`src/design/box_filter_image_downscaler_core_assert.svh`:
```
// Assertion macros of the box filter downscaler modules.
// No dependencies; pulled in with `include by the modules that check themselves.
`ifndef BOX_FILTER_IMAGE_DOWNSCALER_CORE_ASSERT_SVH
`define BOX_FILTER_IMAGE_DOWNSCALER_CORE_ASSERT_SVH

// Same-cycle implication, disabled during reset
`define BFID_ASSERT_IMPLY(label, clk, rst, ante, cons) \
   label: assert property (@(posedge clk) disable iff (rst) (ante) |-> (cons)) \
      else $error("box filter downscaler: same-cycle check failed");

// Next-cycle implication, disabled during reset
`define BFID_ASSERT_NEXT(label, clk, rst, ante, cons) \
   label: assert property (@(posedge clk) disable iff (rst) (ante) |=> (cons)) \
      else $error("box filter downscaler: next-cycle check failed");

`endif

```
`src/design/bfid_pkg.sv`:
```
// Shared types and constants of the box filter image downscaler.
// No dependencies; used by the interfaces, the controller, the datapath and the top level.
package bfid_pkg;

   localparam int PIX_W     = 8;
   localparam int CFG_W     = 11;
   localparam int FACTOR_W  = 5;
   localparam int ROW_LIMIT = 1024;
   localparam int ROW_W     = 10;
   localparam int CSR_IDX_W = 2;
   localparam int NUM_CHAN  = 3;

   // Register indexes on the CSR port
   localparam logic [CSR_IDX_W-1:0] REG_IMAGE_ROWS   = 2'd0;
   localparam logic [CSR_IDX_W-1:0] REG_IMAGE_COLS   = 2'd1;
   localparam logic [CSR_IDX_W-1:0] REG_SCALE_FACTOR = 2'd2;

   // Register reset values
   localparam logic [CFG_W-1:0]    ROWS_RESET   = 11'd1024;
   localparam logic [CFG_W-1:0]    COLS_RESET   = 11'd1024;
   localparam logic [FACTOR_W-1:0] FACTOR_RESET = 5'd2;

   // Iteration counts of the remainder check and the averaging divider
   localparam int CHK_STEPS = CFG_W;
   localparam int DIV_STEPS = PIX_W;

   // Commands from the controller to the datapath
   typedef struct packed {
      logic chk_load;
      logic chk_step;
      logic chk_flag;
      logic pix_read;
      logic acc_write;
      logic div_load;
      logic div_step;
      logic out_load;
   } cmd_type;

   // Status from the datapath to the controller
   typedef struct packed {
      logic chk_last;
      logic div_last;
      logic bad;
      logic block_end;
      logic out_busy;
   } status_type;

endpackage

```
`src/design/bfid_ctrl.sv`:
```
// Controller state machine of the box filter downscaler.
// Depends on bfid_pkg (command/status structs) and the assertion macro header.
`include "box_filter_image_downscaler_core_assert.svh"

module bfid_ctrl (
   input  logic                 clock,
   input  logic                 reset,
   input  logic                 req_valid,
   output logic                 req_ready,
   input  logic                 csr_hit,
   input  bfid_pkg::status_type status,
   output bfid_pkg::cmd_type    cmd
);

   localparam logic [2:0] S_LOAD  = 3'd0;
   localparam logic [2:0] S_CHECK = 3'd1;
   localparam logic [2:0] S_FLAG  = 3'd2;
   localparam logic [2:0] S_IDLE  = 3'd3;
   localparam logic [2:0] S_ACC   = 3'd4;
   localparam logic [2:0] S_DIV   = 3'd5;
   localparam logic [2:0] S_EMIT  = 3'd6;

   logic [2:0] state_ff;
   logic [2:0] state_in;
   logic       req_accept;

   // Take a request only when idle and no register write lands this cycle
   assign req_ready  = (state_ff == S_IDLE) && !csr_hit;
   assign req_accept = req_valid && req_ready;

   // Next state and commands
   always_comb begin
      state_in = state_ff;
      cmd      = '0;
      if (csr_hit) begin
         state_in = S_LOAD;
      end else begin
         case (state_ff)
            S_LOAD: begin
               cmd.chk_load = 1'b1;
               state_in     = S_CHECK;
            end
            S_CHECK: begin
               cmd.chk_step = 1'b1;
               if (status.chk_last) begin
                  state_in = S_FLAG;
               end
            end
            S_FLAG: begin
               cmd.chk_flag = 1'b1;
               state_in     = S_IDLE;
            end
            S_IDLE: begin
               if (req_accept) begin
                  cmd.pix_read = 1'b1;
                  state_in     = status.bad ? S_EMIT : S_ACC;
               end
            end
            S_ACC: begin
               cmd.acc_write = 1'b1;
               if (status.block_end) begin
                  cmd.div_load = 1'b1;
                  state_in     = S_DIV;
               end else begin
                  state_in = S_IDLE;
               end
            end
            S_DIV: begin
               cmd.div_step = 1'b1;
               if (status.div_last) begin
                  state_in = S_EMIT;
               end
            end
            S_EMIT: begin
               if (!status.out_busy) begin
                  cmd.out_load = 1'b1;
                  state_in     = S_IDLE;
               end
            end
            default: begin
               state_in = S_LOAD;
            end
         endcase
      end
   end

   // Hold state; restart the configuration check after reset
   always_ff @(posedge clock) begin
      if (reset) begin
         state_ff <= S_LOAD;
      end else begin
         state_ff <= state_in;
      end
   end

   `BFID_ASSERT_NEXT(a_good_req_accumulates, clock, reset, req_accept && !status.bad, state_ff == S_ACC)
   `BFID_ASSERT_IMPLY(a_no_result_overwrite, clock, reset, cmd.out_load, !status.out_busy)
   `BFID_ASSERT_NEXT(a_divide_then_emit, clock, reset, (state_ff == S_DIV) && status.div_last && !csr_hit, state_ff == S_EMIT)

endmodule

```
`config.mk`:
```
export PLATFORM = sky130hd
export DESIGN_NAME = bfid_ctrl
export DESIGN_NICKNAME = d
export VERILOG_FILES = /design/src/design/bfid_pkg.sv /design/src/design/bfid_ctrl.sv
export VERILOG_INCLUDE_DIRS = /design/src /design/src/design
export SDC_FILE = /design/constraint.sdc
export NUM_CORES = 1
export LEC_CHECK = 0
export BUFFER_PORTS_ARGS = -buffer_cell sky130_fd_sc_hd__clkbuf_2
export CORE_AREA = 2 2 39 41
export DETAILED_ROUTE_END_ITERATION = 8
export DIE_AREA = 0 0 41 43
export PLACE_DENSITY = 0.59
export REMOVE_ABC_BUFFERS = 1
export SETUP_SLACK_MARGIN = 0.15
export SKIP_LAST_GASP = 1
export SLEW_MARGIN = 5
export SYNTH_ARGS = -nofsm -noshare
export SYNTH_HDL_FRONTEND = slang
export SYNTH_SLANG_ARGS = --single-unit
```
`constraint.sdc`:
```
create_clock -name clock -period 1.1 [get_ports clock]
set_input_delay 0.22 -clock clock [delete_from_list [all_inputs] [get_ports clock]]
set_output_delay 0.22 -clock clock [all_outputs]
set_load 0.02 [all_outputs]
```
==> results.toml, run 1 <==
[outcome]
run_status = "finished, violations left"
failed_checks = "setup timing"

[global_route]
global_route_met1_utilization = 0.192
pin_count_of_the_biggest_net_entering_global_routing = 8
global_route.usage.total = 0.174
grt.met3_usage = 0.0366
antenna_found_initial = 0
first_global_vias = 475
top_usage_layer = "met2"
grt_first_pass_wirelength_um = 2070
global_route.usage.met2 = 0.294
globalRoute.totalOverflow = 0

[timing]
final_max_slew_viol_count = 0
timing.slew.headroom = 0.850
post-route-min-period_ns = 1.37
fmax_mhz = 730
hold_viol_final = 0
postLayoutSetupSlackWorst_ns = -0.270
finalCritPeriodShare = 1.25
final_report_setup_violation_count = 12
setup_repair_after_global_routing_missed_its_margin = "yes"
timing.clock.skew_ns = 0.00146
worst_pin_slew_ns = 0.225
setup-tns-final_ns = -2.31

[logic_synthesis]
synth_fa_ha_area_frac = 0
synth_area_sq_um = 309
post_synth_edffs = 0
synth_simple_gate_area_frac = 0.538
yosys-top-cells-count = "4 x sky130_fd_sc_hd__nand2b_1, 4 x sky130_fd_sc_hd__nor2_1, 3 x sky130_fd_sc_hd__dfxtp_1, 3 x sky130_fd_sc_hd__nand2_1, 3 x sky130_fd_sc_hd__nor3_1"
synth_top_family_by_area = "simple AND/OR/NAND/NOR gates"
share_of_the_yosys_chip_area_belonging_to_registers = 0.194
synth.area.mux_share = 0
synthFlopType = "sky130_fd_sc_hd__dfxtp_1"
synth_xor_area_frac = 0
synth_compound_gate_area_share = 0.215
cell_count_after_synthesis = 41
synth_top_cell_area_share = 0.194
synth.lib_cells_used.distinct = 28
synth.yosys.warnings = 0
ys_ff_latch = 3
synth_async_sr_flop_share = 0
synth.top_cells.by_area = "sky130_fd_sc_hd__dfxtp_1 19%, sky130_fd_sc_hd__nand2b_1 8.1%, sky130_fd_sc_hd__nor3_1 4.9%"
yosysTopAreaCell = "sky130_fd_sc_hd__dfxtp_1"
postSynthAreaPerCell_sq_um = 7.54

[routing]
drt.antenna.violating_nets = 0
detail_route.iter0.violations = 5
num_vias = 453
drc = 0
dr.pass1.iters = 4
wire_per_inst_um = 13.3
totalWireLength_um = 1250
routed_via_density = 4.82

[floorplanning]
chipWidth_um = 41
core_region_area_sq_um = 1380
design.die.area_sq_um = 1760
boundaryPins = 18
die-height_um = 43
start_util = 0.223
rows = 14

[worst_setup_path]
timing.critical_path.to_type = "output pin"
arrival_ns = 1.15
critPathKind = "reg2out"
critical_path_peak_fanout = 5
critical_path_required_ns = 0.88
critical_path.startpoint_type = "register"

[power]
final_total_power_mw = 0.466
power-per-cell-area_nw_per_um2 = 592
max-vdd-ir-drop_uv = 406
leakagePower_nw = 0.347

[finish]
fillerInstances = 117
layout-drive-gt1-share = 0.833
largest_register_ff_count = 3
instances_no_fill = 94
diodes = 0
area_growth_syn_to_layout_pct = 155
max_flop_register = "state_ff"
reg_top3 = "state_ff (3)"
fin_nets = 88

[placed_design]
placed_cells_incl_taps = 82
routabilityCongestion = 0.807
dp_hpwl_um = 731
place.port_buffers = 17

[cts]
cts_tree = "yes"
clkSinkCount = 3
cts_htree_levels = 1
cts.path.max_buffers = 2
path_clk_slew_ns = 0.04
numCtsBuffers = 3
worst_skew_pair.late_latency_ns = 0.24
cts_root_buf = "sky130_fd_sc_hd__clkbuf_4"

[hold_path]
type_of_the_most_critical_hold_path = "in2reg"

[run]
maxcap_violations = 0
## through the flow
| step | utilization | worst slack [ns] | instance area, sq um | hold slack [ns] |
|---|---|---|---|---|
| detailed placement | 0.350 | -0.191 | 484 | 0.419 |
| finish | 0.569 | -0.270 | 787 | 0.189 |
| CTS | 0.501 | -0.291 | 693 | 0.183 |
| global route | 0.569 | -0.318 | 787 | 0.180 |
| floorplan | - | -0.325 | 297 | 0.289 |
| global placement | 0.350 | -0.170 | 484 | 0.417 |
## repair_timing
item                       in CTS  in global routing
resized for setup              35                 26
cloned                          0                  0
buffers inserted                6                  2
hold buffers                    0                  0
pin swaps                       9                  7
setup endpoints to repair      12                 12
## path summary, 6_finish.rpt
path,from,slack [ns],to,cells past startpoint
setup / recovery,state_ff[0],-0.27,cmd[4],4
hold / removal,reset,0.19,state_ff[0],2
setup reg to reg,state_ff[2],-0.17,state_ff[0],5
hold reg to reg,state_ff[0],0.82,state_ff[2],2
## where the power goes
group          leakage (nW)  internal (mW)  switching [mW]  total (mW)
registers            0.0267          0.109         0.00719       0.116
clock network        0.0150          0.136          0.0617       0.198
logic                 0.305         0.0840          0.0686       0.153
## kinds of logic after synthesis
kind of cell / after synthesis
compound gates: 8
buf+inv: 4
flops: 3
simple gates: 26
## metal layers
layer	wire, um	vias up	share of wire
met4	0	0	0
met5	0	-	0
li1	-	225	-
met3	64	0	0.051
met2	720	13	0.58
met1	467	215	0.37
## final cells by class
| type | instances | area [sq um] | area share |
|---|---|---|---|
| timing repair buffer | 36 | 310 | 0.394 |
| clock buffer | 4 | 26.3 | 0.0334 |
| tap | 16 | 20.0 | 0.0254 |
| inverter | 1 | 3.75 | 0.00477 |
| sequential | 3 | 71.3 | 0.0906 |
| multi-input combinational | 34 | 355 | 0.452 |
## cell usage in the layout, fill, tap and decap left out, types with 2 or more instances in the layout
cell,count
sky130_fd_sc_hd__dfxtp_4,3
sky130_fd_sc_hd__nor2_4,2
sky130_fd_sc_hd__nand2b_4,2
sky130_fd_sc_hd__and3_4,2
sky130_fd_sc_hd__nand2b_1,2
sky130_fd_sc_hd__buf_6,12
sky130_fd_sc_hd__nor3_2,2
sky130_fd_sc_hd__clkbuf_2,8
sky130_fd_sc_hd__buf_8,2
sky130_fd_sc_hd__nor4_4,2
sky130_fd_sc_hd__buf_4,13
sky130_fd_sc_hd__nor3_4,2
sky130_fd_sc_hd__nand2_1,3
sky130_fd_sc_hd__nor2_1,2
sky130_fd_sc_hd__clkbuf_4,4
## worst max-delay path, stage by stage (launching register included)
cell                      delay (ns)
sky130_fd_sc_hd__dfxtp_4        0.37
sky130_fd_sc_hd__buf_6          0.12
sky130_fd_sc_hd__and3_4         0.19
sky130_fd_sc_hd__and2_4         0.14
sky130_fd_sc_hd__buf_8          0.10
(Power assumes the default switching activity.)
==> inputs of run 2 (changes only) <==
--- a/config.mk
+++ b/config.mk
@@ -11,9 +11,9 @@
 export DETAILED_ROUTE_END_ITERATION = 8
 export DIE_AREA = 0 0 41 43
 export PLACE_DENSITY = 0.59
+export RECOVER_POWER = 25
 export REMOVE_ABC_BUFFERS = 1
 export SETUP_SLACK_MARGIN = 0.15
-export SKIP_LAST_GASP = 1
 export SLEW_MARGIN = 5
 export SYNTH_ARGS = -nofsm -noshare
 export SYNTH_HDL_FRONTEND = slang
==> run 2 against run 1 <==
Against the previous run:
- the run still ends with setup timing left
- utilization rose by 0.72 points
- sequential power about the same
- worst hold slack better by 0.00063 ns
- routed wire length is 1.1% lower
- clock skew hardly changed
- largest power group unchanged
==> results.toml, run 2 (synthesized netlist as in run 1, its figures left out) <==
[finish]
largest_register_ff_count = 3
max_flop_register = "state_ff"
area_growth_syn_to_layout_pct = 158
layout.cells.most_common_list = "13 x sky130_fd_sc_hd__buf_4, 13 x sky130_fd_sc_hd__buf_6, 8 x sky130_fd_sc_hd__clkbuf_2"
fin_nets = 88
design_area_sq_um = 797
diodes = 0
fillerInstances = 116
layout-drive-gt1-share = 0.833
reg_top3 = "state_ff (3)"

[outcome]
run_status = "finished, violations left"
failed_checks = "setup timing"

[hold_path]
type_of_the_most_critical_hold_path = "in2reg"

[floorplanning]
start_util = 0.223
chipWidth_um = 41
design.die.area_sq_um = 1760
boundaryPins = 18
core_region_area_sq_um = 1380
die-height_um = 43
rows = 14

[routing]
num_vias = 456
detail_route.iter0.violations = 7
totalWireLength_um = 1240
dr.pass1.iters = 4
routed_via_density = 4.85
wire_per_inst_um = 13.2
drc = 0
drt.antenna.violating_nets = 0

[cts]
cts_root_buf = "sky130_fd_sc_hd__clkbuf_4"
cts_hold_repair.buffers = 0
numCtsBuffers = 3
cts.path.max_buffers = 2
cts_tree = "yes"
worst_skew_pair.late_latency_ns = 0.24
cts_htree_levels = 1
path_clk_slew_ns = 0.04
clkSinkCount = 3

[power]
max-vdd-ir-drop_uv = 399
final_total_power_mw = 0.467
combinational_group_share_of_total_power = 0.329
power-per-cell-area_nw_per_um2 = 586
sequentialPowerShare = 0.248
p_int_mw = 0.329
switchingPower_mw = 0.138
leakagePower_nw = 0.356
clkPwrFrac = 0.424
netSwitchingFraction = 0.296

[timing]
finalCritPeriodShare = 1.24
hold-worst-slack_ns = 0.190
postLayoutSetupSlackWorst_ns = -0.268
fmax_mhz = 731
post-route-min-period_ns = 1.37
final_max_slew_viol_count = 0
hold_viol_final = 0
worst_pin_slew_ns = 0.223
timing.clock.skew_ns = 0.00181
final_report_setup_violation_count = 12
timing.slew.headroom = 0.851
setup_repair_after_global_routing_missed_its_margin = "yes"

[worst_setup_path]
arrival_ns = 1.15
timing.critical_path.to_type = "output pin"
critical_path.cell_chain = "buf_6 > and3_4 > and2_4 > buf_8"
critPathKind = "reg2out"
critical-path-slowest-cell = "sky130_fd_sc_hd__dfxtp_4"
critical_path.startpoint_type = "register"
worst_path_largest_cell_delay_ns = 0.37
worst-path-buf-inv = 2
critical_path_peak_fanout = 5
critical_path_required_ns = 0.88
timing.critical_path.max_delay_family = "flip-flops"

[placed_design]
dp_hpwl_um = 731
dp_slack_ns = -0.191
place.port_buffers = 17
postPlaceCellArea_sq_um = 484
routabilityCongestion = 0.807

[global_route]
globalRoute.totalOverflow = 0
first_global_vias = 482
global_route.usage.total = 0.174
antenna_found_initial = 0
grt_first_pass_wirelength_um = 2070
pin_count_of_the_biggest_net_entering_global_routing = 8

[run]
maxcap_violations = 0
## run 2: changes by cell type in the layout (fill, tap and decap cells not counted)
cell                       delta
sky130_fd_sc_hd__clkbuf_4     -1
sky130_fd_sc_hd__nor3_2       -1
sky130_fd_sc_hd__buf_6        +1
sky130_fd_sc_hd__nor3_4       +1
## run 2: worst paths after layout
check                              endpoint   startpoint  depth (start not counted)  slack (ns)
worst min register to register  state_ff[2]  state_ff[0]                          2        0.81
worst min-delay path            state_ff[0]        reset                          2        0.19
worst max-delay path                 cmd[4]  state_ff[0]                          4       -0.27
worst max register to register  state_ff[0]  state_ff[2]                          5       -0.17
## run 2: per-layer routing
metal,vias to the layer above,part of all wire,GRT usage
li1,227,-,-
met1,218,0.38,0.186
met2,11,0.58,0.300
met3,0,0.037,0.0366
met4,0,0,0.0800
met5,-,0,0
## run 2: worst register-to-register path, cell delays in order, from the launching register on
cell and delay (ns):
sky130_fd_sc_hd__dfxtp_4 0.37, sky130_fd_sc_hd__buf_6 0.13, sky130_fd_sc_hd__nor2b_2 0.12, sky130_fd_sc_hd__and3_4 0.22, sky130_fd_sc_hd__nor3_4 0.05, sky130_fd_sc_hd__a2111oi_4 0.27
## run 2: metrics by stage
stage	setup TNS [ns]	std cells	utilization
floorplan	-2.34	38	-
global placement	-1.30	82	0.350
detailed placement	-1.52	82	0.350
CTS	-2.50	92	0.510
global route	-2.85	94	0.576
finish	-2.22	94	0.576
## run 2: power by group through the flow
stage | Clock [mW] | Combinational [mW] | Sequential (mW)
CTS | 0.203 | 0.127 | 0.116
detailed placement | 0 | 0.0901 | 0.120
finish | 0.198 | 0.154 | 0.116
global route | 0.222 | 0.164 | 0.116
global placement | 0 | 0.0886 | 0.121
floorplan | 0 | 0.0369 | 0.124
## run 2: cell type report
type	count	area, sq um	area share
clock buffers	4	26.3	0.0330
multi-input cells	34	362	0.454
flip-flops and latches	3	71.3	0.0895
repair buffers	36	314	0.394
inverters	1	3.75	0.00471
well taps	16	20.0	0.0251
## run 2: repair_timing
item / in CTS / in global routing
endpoints found under the setup margin: 12 / 12
pin swaps: 10 / 9
resized for setup: 37 / 26
setup buffers: 6 / 2
==> inputs of run 3 (changes only) <==
--- a/config.mk
+++ b/config.mk
@@ -6,11 +6,11 @@
 export SDC_FILE = /design/constraint.sdc
 export NUM_CORES = 1
 export LEC_CHECK = 0
-export BUFFER_PORTS_ARGS = -buffer_cell sky130_fd_sc_hd__clkbuf_2
 export CORE_AREA = 2 2 39 41
 export DETAILED_ROUTE_END_ITERATION = 8
 export DIE_AREA = 0 0 41 43
-export PLACE_DENSITY = 0.59
+export DONT_BUFFER_PORTS = 1
+export PLACE_DENSITY = 0.46
 export RECOVER_POWER = 25
 export REMOVE_ABC_BUFFERS = 1
 export SETUP_SLACK_MARGIN = 0.15
==> run 3 against run 2 <==
Against the previous run:
- the flow still finishes with violations (setup timing)
- sequential power hardly changed
- clock skew about the same
- register-to-register slack got worse by 0.04 ns
- count of clock-buffer cells in the layout did not move
- sequential share of layout area rose by 3.2 points
- maximum frequency grew 1.3%
- largest cell class unchanged
- largest power group unchanged
- highest routed layer unchanged
==> results.toml, run 3 (synthesized netlist as in run 1, its figures left out) <==
[worst_setup_path]
critical_path_peak_fanout = 7
critical_path.cell_chain = "buf_6 > nor4_4 > buf_4"
critical-path-slowest-cell = "sky130_fd_sc_hd__dfxtp_2"
worst-path-buf-inv = 2
arrival_ns = 1.13
critPathKind = "reg2out"
timing.critical_path.max_delay_family = "flip-flops"
critical_path.startpoint_type = "register"
critical_path_required_ns = 0.88
timing.critical_path.to_type = "output pin"
worst_path_largest_cell_delay_ns = 0.33

[cts]
cts.path.max_buffers = 2
cts_root_buf = "sky130_fd_sc_hd__clkbuf_4"
numCtsBuffers = 3
worst_skew_pair.late_latency_ns = 0.23
cts_hold_repair.buffers = 0
path_clk_slew_ns = 0.03
clkSinkCount = 3
cts_tree = "yes"
cts_htree_levels = 1

[finish]
largest_register_ff_count = 3
finish.utilization = 0.409
area_growth_syn_to_layout_pct = 83.0
final_common_cell = "sky130_fd_sc_hd__buf_4"
layout.cells.most_common_list = "12 x sky130_fd_sc_hd__buf_4, 4 x sky130_fd_sc_hd__nor2_1, 4 x sky130_fd_sc_hd__buf_6"
diodes = 0
multiInputGateArea_sq_um = 312
fin_nets = 68
layout.area.seq_sq_um = 68.8
layout-drive-gt1-share = 0.690
max_flop_register = "state_ff"
reg_top3 = "state_ff (3)"
design_area_sq_um = 566
fillerInstances = 148

[timing]
hold_viol_final = 0
final_report_setup_violation_count = 12
finalCritPeriodShare = 1.23
worst_pin_slew_ns = 0.236
timing.slew.headroom = 0.842
setup-tns-final_ns = -2.36
final_max_slew_viol_count = 0
setup_repair_after_global_routing_missed_its_margin = "yes"
post-route-min-period_ns = 1.35
postLayoutSetupSlackWorst_ns = -0.251
fmax_mhz = 740
timing.clock.skew_ns = 0.00162

[global_route]
antenna_found_initial = 0
globalRoute.totalOverflow = 0
global_route.usage.total = 0.0952
grt_first_pass_wirelength_um = 1130
first_global_vias = 285
pin_count_of_the_biggest_net_entering_global_routing = 9

[placed_design]
dp_hpwl_um = 624
routabilityCongestion = 0.720
place.port_buffers = 0
postPlaceCellArea_sq_um = 399

[routing]
drt.antenna.violating_nets = 0
wire_per_inst_um = 12.5
totalWireLength_um = 926
routed_via_density = 4.91
dr.pass1.iters = 3
drc = 0
num_vias = 363
detail_route.iter0.violations = 6

[power]
power-per-cell-area_nw_per_um2 = 707
final_total_power_mw = 0.400
leakagePower_nw = 0.239
max-vdd-ir-drop_uv = 536

[floorplanning]
start_util = 0.223
die-height_um = 43
rows = 14
design.die.area_sq_um = 1760
chipWidth_um = 41
core_region_area_sq_um = 1380
boundaryPins = 18

[outcome]
failed_checks = "setup timing"
run_status = "finished, violations left"

[hold_path]
type_of_the_most_critical_hold_path = "in2reg"

[run]
maxcap_violations = 0
## run 3: worst reg2reg max path, stage by stage, from the launching register on
cell and delay [ns]:
sky130_fd_sc_hd__dfxtp_4 0.36, sky130_fd_sc_hd__buf_6 0.12, sky130_fd_sc_hd__nand2b_4 0.12, sky130_fd_sc_hd__and3_4 0.19
sky130_fd_sc_hd__o211a_1 0.20, sky130_fd_sc_hd__a31o_2 0.21
## run 3: final timing paths
kind / from / endpoint / slack, ns / cells past startpoint
setup / recovery: state_ff[0] / cmd[7] / -0.25 / 3
hold / removal: csr_hit / state_ff[0] / 0.05 / 1
setup reg to reg: state_ff[1] / state_ff[1] / -0.21 / 5
hold reg to reg: state_ff[1] / state_ff[1] / 0.66 / 2
## run 3: per-layer routing
metal | global-route usage | routed length (um) | up-vias
met5 | 0 | 0 | -
met4 | 0 | 0 | 0
met3 | 0.0785 | 85 | 0
met2 | 0.147 | 467 | 13
met1 | 0.105 | 373 | 168
li1 | - | - | 182
## run 3: layout make-up
type                    instances  area share
clock buffers                   4      0.0465
well taps                      16      0.0354
multi-input cells              34       0.551
inverters                       1     0.00664
flip-flops and latches          3       0.122
repair buffers                 16       0.239
## run 3: power breakdown
part           internal [mW]  total [mW]  switching, mW
Combinational         0.0510      0.0930         0.0420
Sequential             0.110       0.117        0.00660
Clock                  0.136       0.190         0.0546
## run 3: per-stage QoR
stage          hold slack [ns]  std cells  setup slack [ns]
3_5_place_dp             0.292         65            -0.170
6_report                0.0475         74            -0.251
2_1_floorplan            0.289         38            -0.325
4_1_cts                 0.0450         73            -0.247
3_3_place_gp             0.290         65            -0.163
5_1_grt                 0.0315         74            -0.308
## run 3: timing repair
action | 4_1_cts | 5_1_grt
hold endpoints to repair | 0 | 0
gates resized for setup | 17 | 6
endpoints found under the setup margin | 12 | 12
buffers inserted | 4 | 1
pin swaps | 6 | 2
